## src/sv/knn_pkg.sv

```systemverilog
package knn_pkg;

  // Sizes of the neighbor list and of the point.
  localparam int NEIGHBORS  = 5;
  localparam int MAX_DIMS   = 32;
  localparam int COORD_BITS = 16;
  localparam int ID_BITS    = 16;

  // Derived widths.
  localparam int DIM_W  = (MAX_DIMS > 1) ? $clog2(MAX_DIMS) : 1;
  localparam int CFG_W  = 6;
  localparam int DU_W   = CFG_W + 1;
  localparam int IDX_W  = (NEIGHBORS > 1) ? $clog2(NEIGHBORS) : 1;
  localparam int FILL_W = $clog2(NEIGHBORS + 1);
  localparam int MAG_W  = COORD_BITS + 1;
  localparam int SQ_W   = 2 * MAG_W;
  localparam int ACC_W  = 38;
  localparam int DIST_W = 37;
  localparam int RANK_W = 3;

  localparam logic [ACC_W-1:0]  ACC_MAX      = {ACC_W{1'b1}};
  localparam logic [DIST_W-1:0] DIST_OUT_MAX = {DIST_W{1'b1}};
  localparam logic [CFG_W-1:0]  NUM_DIMS_RST = CFG_W'(30);

  // Stream widths.
  localparam int IN_TDATA_W  = 32;
  localparam int OUT_FIELD_W = RANK_W + 1 + ID_BITS + DIST_W;
  localparam int OUT_TDATA_W = 64;

  typedef enum logic [1:0] {
    KIND_QUERY = 2'd0,
    KIND_CAND  = 2'd1,
    KIND_READ  = 2'd2
  } kind_t;

endpackage

```

## src/sv/knn_top_k_distance_select.sv

```systemverilog
// A query coordinate is stored from the stage-1 register; a candidate coordinate is
// summed and inserted from the stage-2 register. A readout copies the list from the
// stage-2 register, then gives one slot per cycle while out_tready is high; in_tready
// stays low until the final slot is taken. Throughput: one coordinate per cycle, set by
// the multiply and the accumulate-and-insert stages, while no readout is in flight.
// Reset: synchronous, active low; clears the pipeline, counters and list fill count.
module knn_top_k_distance_select (
  input  logic                              clk,
  input  logic                              rst_n,
  // Configuration: number of dimensions in use.
  input  logic                              cfg_wr_en,
  input  logic [knn_pkg::CFG_W-1:0]         cfg_wr_data,
  // Input stream.
  input  logic                              in_tvalid,
  output logic                              in_tready,
  input  logic [knn_pkg::IN_TDATA_W-1:0]    in_tdata,   // coord[15:0], candidate_id[31:16]
  input  logic [1:0]                        in_tuser,   // kind[1:0]
  // Result stream.
  output logic                              out_tvalid,
  input  logic                              out_tready,
  output logic [knn_pkg::OUT_TDATA_W-1:0]   out_tdata,  // rank[2:0], slot_valid[3],
                                                        // neighbor_id[19:4], distance[56:20]
  output logic                              out_tlast
);

  // Configuration register.
  logic [knn_pkg::CFG_W-1:0] num_dims_r;

  always_ff @(posedge clk) begin
    if (!rst_n) begin
      num_dims_r <= knn_pkg::NUM_DIMS_RST;
    end else if (cfg_wr_en) begin
      num_dims_r <= cfg_wr_data;
    end
  end

  // A register value of zero behaves as one dimension, and anything above the
  // maximum behaves as the maximum.
  logic [knn_pkg::DU_W-1:0] dims_use;

  always_comb begin
    if (num_dims_r == '0) begin
      dims_use = knn_pkg::DU_W'(1);
    end else if (knn_pkg::DU_W'(num_dims_r) > knn_pkg::DU_W'(knn_pkg::MAX_DIMS)) begin
      dims_use = knn_pkg::DU_W'(knn_pkg::MAX_DIMS);
    end else begin
      dims_use = knn_pkg::DU_W'(num_dims_r);
    end
  end

  // Input side: one dimension counter is shared by query and candidate
  // coordinates. It advances at the transfer itself, so the dimension and the
  // last-dimension flag travel down the pipeline with the item.
  logic                       in_xfer;
  knn_pkg::kind_t             in_kind;
  logic                       in_is_point;
  logic                       in_at_last;
  logic [knn_pkg::DIM_W-1:0]  dim_cnt_r;
  logic [knn_pkg::DIM_W-1:0]  dim_cnt_nxt;

  assign in_xfer     = in_tvalid && in_tready;
  assign in_kind     = knn_pkg::kind_t'(in_tuser);
  assign in_is_point = (in_kind == knn_pkg::KIND_QUERY) || (in_kind == knn_pkg::KIND_CAND);
  assign in_at_last  = (knn_pkg::DU_W'(dim_cnt_r) + knn_pkg::DU_W'(1)) >= dims_use;

  always_comb begin
    dim_cnt_nxt = dim_cnt_r;
    if (in_xfer && in_is_point) begin
      dim_cnt_nxt = in_at_last ? '0 : dim_cnt_r + knn_pkg::DIM_W'(1);
    end
  end

  always_ff @(posedge clk) begin
    if (!rst_n) begin
      dim_cnt_r <= '0;
    end else begin
      dim_cnt_r <= dim_cnt_nxt;
    end
  end

  // Stage 1: input register. Items of the unused kind are dropped here.
  logic                           s1_vld_r;
  knn_pkg::kind_t                 s1_kind_r;
  logic [knn_pkg::COORD_BITS-1:0] s1_coord_r;
  logic [knn_pkg::ID_BITS-1:0]    s1_id_r;
  logic [knn_pkg::DIM_W-1:0]      s1_dim_r;
  logic                           s1_last_r;
  logic                           s1_newq_r;

  always_ff @(posedge clk) begin
    if (!rst_n) begin
      s1_vld_r <= 1'b0;
    end else begin
      s1_vld_r <= in_xfer && (in_is_point || (in_kind == knn_pkg::KIND_READ));
    end
  end

  always_ff @(posedge clk) begin
    s1_kind_r  <= in_kind;
    s1_coord_r <= in_tdata[knn_pkg::COORD_BITS-1:0];
    s1_id_r    <= in_tdata[16 +: knn_pkg::ID_BITS];
    s1_dim_r   <= dim_cnt_r;
    s1_last_r  <= in_at_last;
    // A query coordinate at dimension zero starts a new query.
    s1_newq_r  <= (in_kind == knn_pkg::KIND_QUERY) && (dim_cnt_r == '0);
  end

  // Query point storage, written and read in stage 1 so that every candidate
  // coordinate sees all query coordinates that were transferred before it.
  logic [knn_pkg::COORD_BITS-1:0] query_r [knn_pkg::MAX_DIMS];

  always_ff @(posedge clk) begin
    if (s1_vld_r && (s1_kind_r == knn_pkg::KIND_QUERY)) begin
      query_r[s1_dim_r] <= s1_coord_r;
    end
  end

  // Squared difference of one coordinate.
  logic [knn_pkg::COORD_BITS-1:0] q_val;
  logic signed [knn_pkg::MAG_W-1:0] diff;
  logic [knn_pkg::MAG_W-1:0]      mag;
  logic [knn_pkg::SQ_W-1:0]       sq;

  assign q_val = query_r[s1_dim_r];
  assign diff  = $signed({s1_coord_r[knn_pkg::COORD_BITS-1], s1_coord_r})
               - $signed({q_val[knn_pkg::COORD_BITS-1], q_val});
  assign mag   = diff[knn_pkg::MAG_W-1] ? knn_pkg::MAG_W'(-diff) : knn_pkg::MAG_W'(diff);
  assign sq    = knn_pkg::SQ_W'(mag) * knn_pkg::SQ_W'(mag);

  // Stage 2 register: the product and the control that goes with it.
  logic                        s2_vld_r;
  knn_pkg::kind_t              s2_kind_r;
  logic [knn_pkg::SQ_W-1:0]    s2_sq_r;
  logic [knn_pkg::ID_BITS-1:0] s2_id_r;
  logic                        s2_last_r;
  logic                        s2_newq_r;

  always_ff @(posedge clk) begin
    if (!rst_n) begin
      s2_vld_r <= 1'b0;
    end else begin
      s2_vld_r <= s1_vld_r;
    end
  end

  always_ff @(posedge clk) begin
    s2_kind_r <= s1_kind_r;
    s2_sq_r   <= sq;
    s2_id_r   <= s1_id_r;
    s2_last_r <= s1_last_r;
    s2_newq_r <= s1_newq_r;
  end

  // Stage 2 work: accumulate the distance and, on the last dimension of a
  // candidate, insert it into the ascending neighbor list.
  logic                        s2_cand;
  logic                        s2_query;
  logic                        s2_read;
  logic [knn_pkg::ACC_W:0]     acc_sum;
  logic [knn_pkg::ACC_W-1:0]   dist_new;
  logic [knn_pkg::ACC_W-1:0]   acc_r;
  logic [knn_pkg::ACC_W-1:0]   acc_nxt;
  logic                        do_insert;

  assign s2_cand  = s2_vld_r && (s2_kind_r == knn_pkg::KIND_CAND);
  assign s2_query = s2_vld_r && (s2_kind_r == knn_pkg::KIND_QUERY);
  assign s2_read  = s2_vld_r && (s2_kind_r == knn_pkg::KIND_READ);

  // The running sum saturates at the accumulator's full scale.
  assign acc_sum  = (knn_pkg::ACC_W + 1)'(acc_r) + (knn_pkg::ACC_W + 1)'(s2_sq_r);
  assign dist_new = acc_sum[knn_pkg::ACC_W] ? knn_pkg::ACC_MAX : acc_sum[knn_pkg::ACC_W-1:0];

  // A candidate at distance zero, usually the query point itself, is skipped.
  assign do_insert = s2_cand && s2_last_r && (dist_new != '0);

  always_comb begin
    acc_nxt = acc_r;
    if (s2_cand || s2_query) begin
      if (s2_last_r) begin
        acc_nxt = '0;
      end else if (s2_cand) begin
        acc_nxt = dist_new;
      end
    end
  end

  always_ff @(posedge clk) begin
    if (!rst_n) begin
      acc_r <= '0;
    end else begin
      acc_r <= acc_nxt;
    end
  end

  // Neighbor list. Only the first fill_r entries hold data.
  logic [knn_pkg::ACC_W-1:0]   list_dist_r [knn_pkg::NEIGHBORS];
  logic [knn_pkg::ID_BITS-1:0] list_id_r   [knn_pkg::NEIGHBORS];
  logic [knn_pkg::FILL_W-1:0]  fill_r;
  logic [knn_pkg::FILL_W-1:0]  fill_nxt;
  logic [knn_pkg::NEIGHBORS-1:0] gt;
  logic [knn_pkg::NEIGHBORS-1:0] take_new;
  logic [knn_pkg::NEIGHBORS-1:0] take_prev;

  // Each slot compares itself with the new distance. Entries strictly farther
  // move down one place; the new entry lands behind the last entry that is
  // nearer or equal. When the list is full and nothing is farther, nothing
  // changes.
  always_comb begin
    for (int i = 0; i < knn_pkg::NEIGHBORS; i++) begin
      gt[i] = (knn_pkg::FILL_W'(i) < fill_r) && (list_dist_r[i] > dist_new);
    end
    take_new[0]  = gt[0] || (fill_r == '0);
    take_prev[0] = 1'b0;
    for (int i = 1; i < knn_pkg::NEIGHBORS; i++) begin
      take_new[i]  = !gt[i-1] && (gt[i] || (knn_pkg::FILL_W'(i) == fill_r));
      take_prev[i] = gt[i-1] && (knn_pkg::FILL_W'(i) <= fill_r);
    end
  end

  always_ff @(posedge clk) begin
    if (do_insert) begin
      for (int i = 0; i < knn_pkg::NEIGHBORS; i++) begin
        if (take_new[i]) begin
          list_dist_r[i] <= dist_new;
          list_id_r[i]   <= s2_id_r;
        end
      end
      for (int i = 1; i < knn_pkg::NEIGHBORS; i++) begin
        if (take_prev[i]) begin
          list_dist_r[i] <= list_dist_r[i-1];
          list_id_r[i]   <= list_id_r[i-1];
        end
      end
    end
  end

  always_comb begin
    fill_nxt = fill_r;
    if (s2_query && s2_newq_r) begin
      fill_nxt = '0;
    end else if (do_insert && (fill_r < knn_pkg::FILL_W'(knn_pkg::NEIGHBORS))) begin
      fill_nxt = fill_r + knn_pkg::FILL_W'(1);
    end
  end

  always_ff @(posedge clk) begin
    if (!rst_n) begin
      fill_r <= '0;
    end else begin
      fill_r <= fill_nxt;
    end
  end

  // Readout buffer. A readout copies the list as it stands after every earlier
  // item, so the result fields come from registers that hold still while the
  // slots drain.
  logic [knn_pkg::ACC_W-1:0]   ro_dist_r [knn_pkg::NEIGHBORS];
  logic [knn_pkg::ID_BITS-1:0] ro_id_r   [knn_pkg::NEIGHBORS];
  logic [knn_pkg::FILL_W-1:0]  ro_fill_r;
  logic [knn_pkg::IDX_W-1:0]   ro_cnt_r;
  logic [knn_pkg::IDX_W-1:0]   ro_cnt_nxt;
  logic                        ro_busy_r;
  logic                        ro_busy_nxt;
  logic                        out_xfer;
  logic                        ro_final;

  assign out_xfer = out_tvalid && out_tready;
  assign ro_final = (ro_cnt_r == knn_pkg::IDX_W'(knn_pkg::NEIGHBORS - 1));

  always_comb begin
    ro_busy_nxt = ro_busy_r;
    ro_cnt_nxt  = ro_cnt_r;
    if (s2_read) begin
      ro_busy_nxt = 1'b1;
      ro_cnt_nxt  = '0;
    end else if (out_xfer) begin
      if (ro_final) begin
        ro_busy_nxt = 1'b0;
      end else begin
        ro_cnt_nxt = ro_cnt_r + knn_pkg::IDX_W'(1);
      end
    end
  end

  always_ff @(posedge clk) begin
    if (!rst_n) begin
      ro_busy_r <= 1'b0;
      ro_cnt_r  <= '0;
    end else begin
      ro_busy_r <= ro_busy_nxt;
      ro_cnt_r  <= ro_cnt_nxt;
    end
  end

  always_ff @(posedge clk) begin
    if (s2_read) begin
      ro_dist_r <= list_dist_r;
      ro_id_r   <= list_id_r;
      ro_fill_r <= fill_r;
    end
  end

  // Only one readout is in flight: a new item is refused from the transfer of a
  // readout until its final slot has been taken.
  logic s1_read;

  assign s1_read   = s1_vld_r && (s1_kind_r == knn_pkg::KIND_READ);
  assign in_tready = !(s1_read || s2_read || ro_busy_r);

  // Result fields. Empty slots report zero id and zero distance, and the
  // distance field saturates at its own full scale.
  logic                         slot_valid;
  logic [knn_pkg::ACC_W-1:0]    slot_dist;
  logic [knn_pkg::DIST_W-1:0]   out_dist;
  logic [knn_pkg::ID_BITS-1:0]  out_id;
  logic [knn_pkg::RANK_W-1:0]   out_rank;

  assign slot_valid = knn_pkg::FILL_W'(ro_cnt_r) < ro_fill_r;
  assign slot_dist  = slot_valid ? ro_dist_r[ro_cnt_r] : '0;
  assign out_dist   = (slot_dist > knn_pkg::ACC_W'(knn_pkg::DIST_OUT_MAX))
                    ? knn_pkg::DIST_OUT_MAX : slot_dist[knn_pkg::DIST_W-1:0];
  assign out_id     = slot_valid ? ro_id_r[ro_cnt_r] : '0;
  assign out_rank   = knn_pkg::RANK_W'(ro_cnt_r);

  assign out_tvalid = ro_busy_r;
  assign out_tlast  = ro_final;
  assign out_tdata  = {(knn_pkg::OUT_TDATA_W - knn_pkg::OUT_FIELD_W)'(0),
                       out_dist, out_id, slot_valid, out_rank};

`ifndef SYNTH
  // The list never holds more entries than it has slots.
  assert property (@(posedge clk) disable iff (!rst_n)
    fill_r <= knn_pkg::FILL_W'(knn_pkg::NEIGHBORS))
    else $error("neighbor list fill count beyond its size");

  // A readout reaching the list never finds the readout buffer still in use.
  assert property (@(posedge clk) disable iff (!rst_n)
    s2_read |-> !ro_busy_r)
    else $error("readout overlaps a readout still draining");

  // After the final slot is taken, no result follows in the next cycle.
  assert property (@(posedge clk) disable iff (!rst_n)
    (out_xfer && out_tlast) |=> !out_tvalid)
    else $error("result presented right after the end of a readout");

  // A result stalled by the receiver keeps its slot.
  assert property (@(posedge clk) disable iff (!rst_n)
    (out_tvalid && !out_tready) |=> $stable(ro_cnt_r))
    else $error("readout slot moved while stalled");
`endif

endmodule

```

## config.mk

```make
export PLATFORM = sky130hd
export DESIGN_NAME = knn_top_k_distance_select
export DESIGN_NICKNAME = d
export VERILOG_FILES = /design/src/sv/knn_pkg.sv /design/src/sv/knn_top_k_distance_select.sv
export SDC_FILE = /design/constraint.sdc
export NUM_CORES = 2
export LEC_CHECK = 0
export ABC_AREA = 1
export BUFFER_PORTS_ARGS = -buffer_cell sky130_fd_sc_hd__buf_4
export CORE_ASPECT_RATIO = 0.6
export CORE_MARGIN = 2
export CORE_UTILIZATION = 55
export DETAILED_ROUTE_END_ITERATION = 10
export PLACE_DENSITY_LB_ADDON = 0.08
export SLEW_MARGIN = 20
export SYNTH_ARGS = -nofsm -noshare
export SYNTH_HDL_FRONTEND = slang
export SYNTH_SLANG_ARGS = --single-unit
export TNS_END_PERCENT = 50
```

## constraint.sdc

```tcl
create_clock -name clk -period 14.4 [get_ports clk]
set_input_delay 3.6 -clock clk [delete_from_list [all_inputs] [get_ports clk]]
set_output_delay 3.6 -clock clk [all_outputs]
set_load 0.02 [all_outputs]
```

# Word-level counts from Yosys, hierarchy flattened
# Memory sizes are Yosys's and may differ from the RTL's. A register that Yosys moved wholly into a read port is not among the register bits.
# Cells that the tools add are included.
# op_classes
addsub	7
n_mul	1
magnitude_cmp	20
n_eq_ne	10
mux	37
bitwise_logic	3
n_reduce_logical	66
# op_table
operator	count
38-bit 2-to-1 mux	14
38-bit > comparator	5
16-bit 2-to-1 mux	11
38-bit binary-select mux with 3-bit select	1
16-bit binary-select mux with 3-bit select	1
38-bit by 34-bit adder with 39-bit output	1
38-bit by 37-bit > comparator with 1-bit output, second input constant	1
38-bit nonzero test	1
37-bit 2-to-1 mux	1
17-bit by 17-bit multiplier with 34-bit output	1
1-bit logical AND	27
17-bit 2-to-1 mux	1
17-bit negator	1
16-bit by 16-bit subtractor with 17-bit output	1
2-bit AND reduction	8
2-bit nonzero test	7
6-bit 2-to-1 mux	2
1-bit logical OR	10
6-bit by 7-bit >= comparator with 1-bit output	1
3-bit by 1-bit adder with 3-bit output, second input constant	2
5-bit by 1-bit adder with 6-bit output, second input constant	1
2-bit == test, second input constant	3
2-bit by 3-bit == test with 1-bit output, first input constant	2
6-bit > comparator, second input constant	1
other kinds (24)	40
# totals
ff_bits	696
ramBits	512
inputBits	45
out_inout_bits	67
n_memories	1
# mem_list
memory	words	word_bits	rd	rd_clocked_by_memory_dff	write_ports	line_no	source
query_r	32	16	1	1	1	knn_top_k_distance_select.sv:110	logic [knn_pkg::COORD_BITS-1:0] query_r [knn_pkg::MAX_DIMS];

# Longest topological paths before layout
# logic_depth
word_depth	8
depth_mapped	54
ltp_nobuf	51

# Worst setup path after synthesis
# Ideal clock, no wire load.
# synth_timing
kind	reg2out
start	register s2_kind_r[1]
end	output port in_tready
t_arrival_ns	13.765
required_ns	10.800
path_slack_ns	-2.965
path_stages_with_launch	4
cell_sequence	dfxtp_1 -> nand2_1 -> nor2_1 -> a211oi_1
# synth_via
elab_chain_len	5
# synth_rtl
element	line_no	source
from (decl)	knn_top_k_distance_select.sv:132	knn_pkg::kind_t s2_kind_r;
from (signal assigned)	knn_top_k_distance_select.sv:147	s2_kind_r <= s1_kind_r;
2-bit == test	knn_top_k_distance_select.sv:167	assign s2_read = s2_vld_r && (s2_kind_r == knn_pkg::KIND_READ);
1-bit logical AND	knn_top_k_distance_select.sv:167	
1-bit logical OR (2 in series)	knn_top_k_distance_select.sv:308	assign in_tready = !(s1_read || s2_read || ro_busy_r);
1-bit zero test	knn_top_k_distance_select.sv:308	
to (decl)	knn_top_k_distance_select.sv:15	output logic in_tready,
# No other way between the ends.

==> flow_summary.json <==
{
  "status": "completed",
  "synthTopCellsByArea": "edfxtp_1 52%, ha_1 7.4%, nand2_1 7.4%",
  "ctsResizeCount": 0,
  "htreeDepth": 3,
  "yosysWarnings": 0,
  "netlist_instances": 5599,
  "grt_pass1_vias": 40700,
  "grt_max_degree": 143,
  "cts_root_buffer": "clkbuf_16",
  "start_util_pct": 55.6,
  "synth_area_per_cell_um2": 10.9,
  "max_stage_delay_ns": 0.85,
  "tns_ns": 0,
  "yosysUniqueCellTypes": 64,
  "die_h_um": 262,
  "stdcell_count": 7325,
  "crit_path_end_kind": "register",
  "cts_made_buffers": 110,
  "maxCapViolations": 0,
  "synth-seq-cells": 1207,
  "r2r-end": "s2_sq_r[31]",
  "slew_viol_final": 0,
  "drt-pass1-iter-count": 5,
  "synth-seq-area-share_pct": 56.8,
  "vias": 42900,
  "timing.final.crit_share_pct": 77.7,
  "drt_iter0_drc": 5651,
  "cp-start-kind": "register",
  "path_max_fanout": 76,
  "path_depth": 40,
  "syn_area_um2": 61100,
  "crit_slowest_cell": "xor2_1",
  "ys_async_sr_fraction_pct": 0,
  "reg2reg_depth": 40,
  "nets": 6335,
  "via_per_inst": 5.86,
  "gp_congestion": 0.942,
  "pin_count": 112,
  "cp_data_required_time_ns": 14.97,
  "synth_top_area_share_pct": 51.8,
  "critPathLaunch": "s1_dim_r[0]",
  "synth_top_area_cell": "edfxtp_1",
  "rsz0062_at_grt": "no",
  "path_delay_family": "adder cells",
  "cts_setup_buffers": 0,
  "hold_path_class": "reg -> reg",
  "syn2layout_area_growth_pct": 10.9,
  "antenna_left": 0,
  "cts.sinks": 1207,
  "worstSetupPathType": "reg -> reg",
  "core_area_um2": 110000,
  "place_area_um2": 64000,
  "antenna_found_initial": 7,
  "route.detailed.wl_per_inst_um": 23.3,
  "cp_num_buf_inv": 8,
  "drt_wl_total_mm": 171,
  "port_buffers": 104,
  "synth_edf_count": 1055,
  "crit_top_cell": "nand2_1",
  "r2r-start": "s1_dim_r[0]",
  "rows": 94,
  "clk_pin_slew_ns": 0.07,
  "cts.hold.buffers_added": 0,
  "clock_tree.buffer_depth": 3,
  "route.detailed.drc": 0,
  "endpoint": "s2_sq_r[31]",
  "drive_gt1_share_pct": 8.72,
  "setup_viol": 0,
  "gr-total-overflow": 0,
  "min_from": "s1_id_r[7]",
  "synth_ff_type": "edfxtp_1",
  "skew_ns": 0.0772,
  "die_x_um": 434,
  "fin_area_um2": 67800,
  "die_area_um2": 114000,
  "groute.usage.overall_pct": 30.2,
  "fmax_ghz": 0.0894,
  "r2r_slack_ns": 3.21,
  "worst_pin_slew_ns": 1.25,
  "final_core_util_pct": 61.7,
  "grt_first_pass_wirelength_mm": 257,
  "place_inst": 7111,
  "insertion_delay_ns": 0.76,
  "period_minus_slack_ns": 11.19,
  "place_hpwl_mm": 116,
  "cp.arrival_ns": 11.76,
  "hold_violations": 0,
  "slew_headroom_pct": 15.7,
  "cts_tree": "yes"
}
==> metal layers <==
layer / routed length, µm / share of wire (%) / vias up / GRT usage (%)
met4: 2460 / 1.4 / 4 / 4.92
met2: 67800 / 40 / 2091 / 39.9
met3: 21700 / 13 / 189 / 8.97
li1: - / - / 19700 / -
met1: 78900 / 46 / 20900 / 49.0
met5: 33 / 0.019 / - / 0
==> final cells by class <==
| class | instances | area [µm²] |
|---|---|---|
| diodes | 3 | 7.51 |
| clock buffers | 150 | 3150 |
| clock inverters | 59 | 574 |
| fillers | 8989 | 42000 |
| inverters | 602 | 2270 |
| multi-input cells | 3595 | 23500 |
| flip-flops and latches | 1207 | 34700 |
| well taps | 1488 | 1860 |
| repair buffers | 221 | 1730 |
==> cell usage after synthesis, types with 29 or more instances <==
library cell     n
nand4_1         29
edfxtp_1      1055
nor2_1         308
inv_1          577
nand2_1       1197
nor3_1          41
ha_1           360
fa_1           193
nand3_1        171
dfxtp_1        152
nor4_1          32
o21ai_0        250
xor2_1          45
a22oi_1        257
o31ai_1         37
clkbuf_1       173
a21oi_1        434
==> sequential cells by signal (all words and copies together), names as in the netlist, 2 cells and up <==
register / cells
num_dims_r: 6
list_id_r: 80
ro_fill_r: 3
s2_id_r: 16
query_r: 512
s1_dim_r: 5
acc_r: 38
s1_coord_r: 16
ro_dist_r: 190
s1_kind_r: 2
dim_cnt_r: 5
list_dist_r: 190
out_rank: 3
fill_r: 3
s2_kind_r: 2
ro_id_r: 80
s1_id_r: 16
s2_sq_r: 33
==> stage by stage <==
step	hold slack, ns	setup slack [ns]
final	0.327	3.21
after detailed placement	0.314	3.41
after floorplan	0.310	2.26
after global placement	0.310	3.24
after CTS	0.329	3.32
after global routing	0.334	2.40
==> logic make-up (layout without fill, tap and decap cells) <==
family	Yosys count	count (layout)	synth area share (%)
and+or+nand+nor	1868	1868	12.7
DFF	1207	1207	56.8
AOI/OAI and AO/OA	1086	1086	10.6
buffers and inverters	814	1032	5.14
adders and majority gates	553	553	13.7
xor gates and xnor gates	69	69	1.03
other	2	22	0.0123
==> layout by cell type, fill, tap and decap left out, drive strengths merged, types with 21 or more instances in the layout <==
cell type | Yosys | layout
a21oi | 440 | 440
a22oi | 257 | 257
buf | 39 | 221
clkbuf | 173 | 150
clkinv | 2 | 45
dfxtp | 152 | 152
edfxtp | 1055 | 1055
fa | 193 | 193
ha | 360 | 360
inv | 600 | 605
nand2 | 1215 | 1215
nand3 | 178 | 178
nand4 | 30 | 30
nor2 | 323 | 323
nor3 | 43 | 43
nor4 | 32 | 32
o21ai | 259 | 259
o221ai | 24 | 24
o31ai | 37 | 37
xnor2 | 21 | 21
xor2 | 48 | 48
==> how the worst min path moves through the flow <==
| stage | cells after the start | slack [ns] | to |
|---|---|---|---|
| after floorplan | 0 | 0.31 | s2_id_r[0] |
| after global placement | 0 | 0.31 | s2_id_r[2] |
| after detailed placement | 0 | 0.31 | s2_id_r[15] |
| after CTS | 0 | 0.33 | s2_id_r[7] |
| after global routing | 0 | 0.33 | s2_id_r[12] |
| final | 0 | 0.33 | s2_id_r[7] |
Power is left out: the tool's default activity adds up to more than one toggle a clock period on the data nets, which glitch-free logic cannot reach.
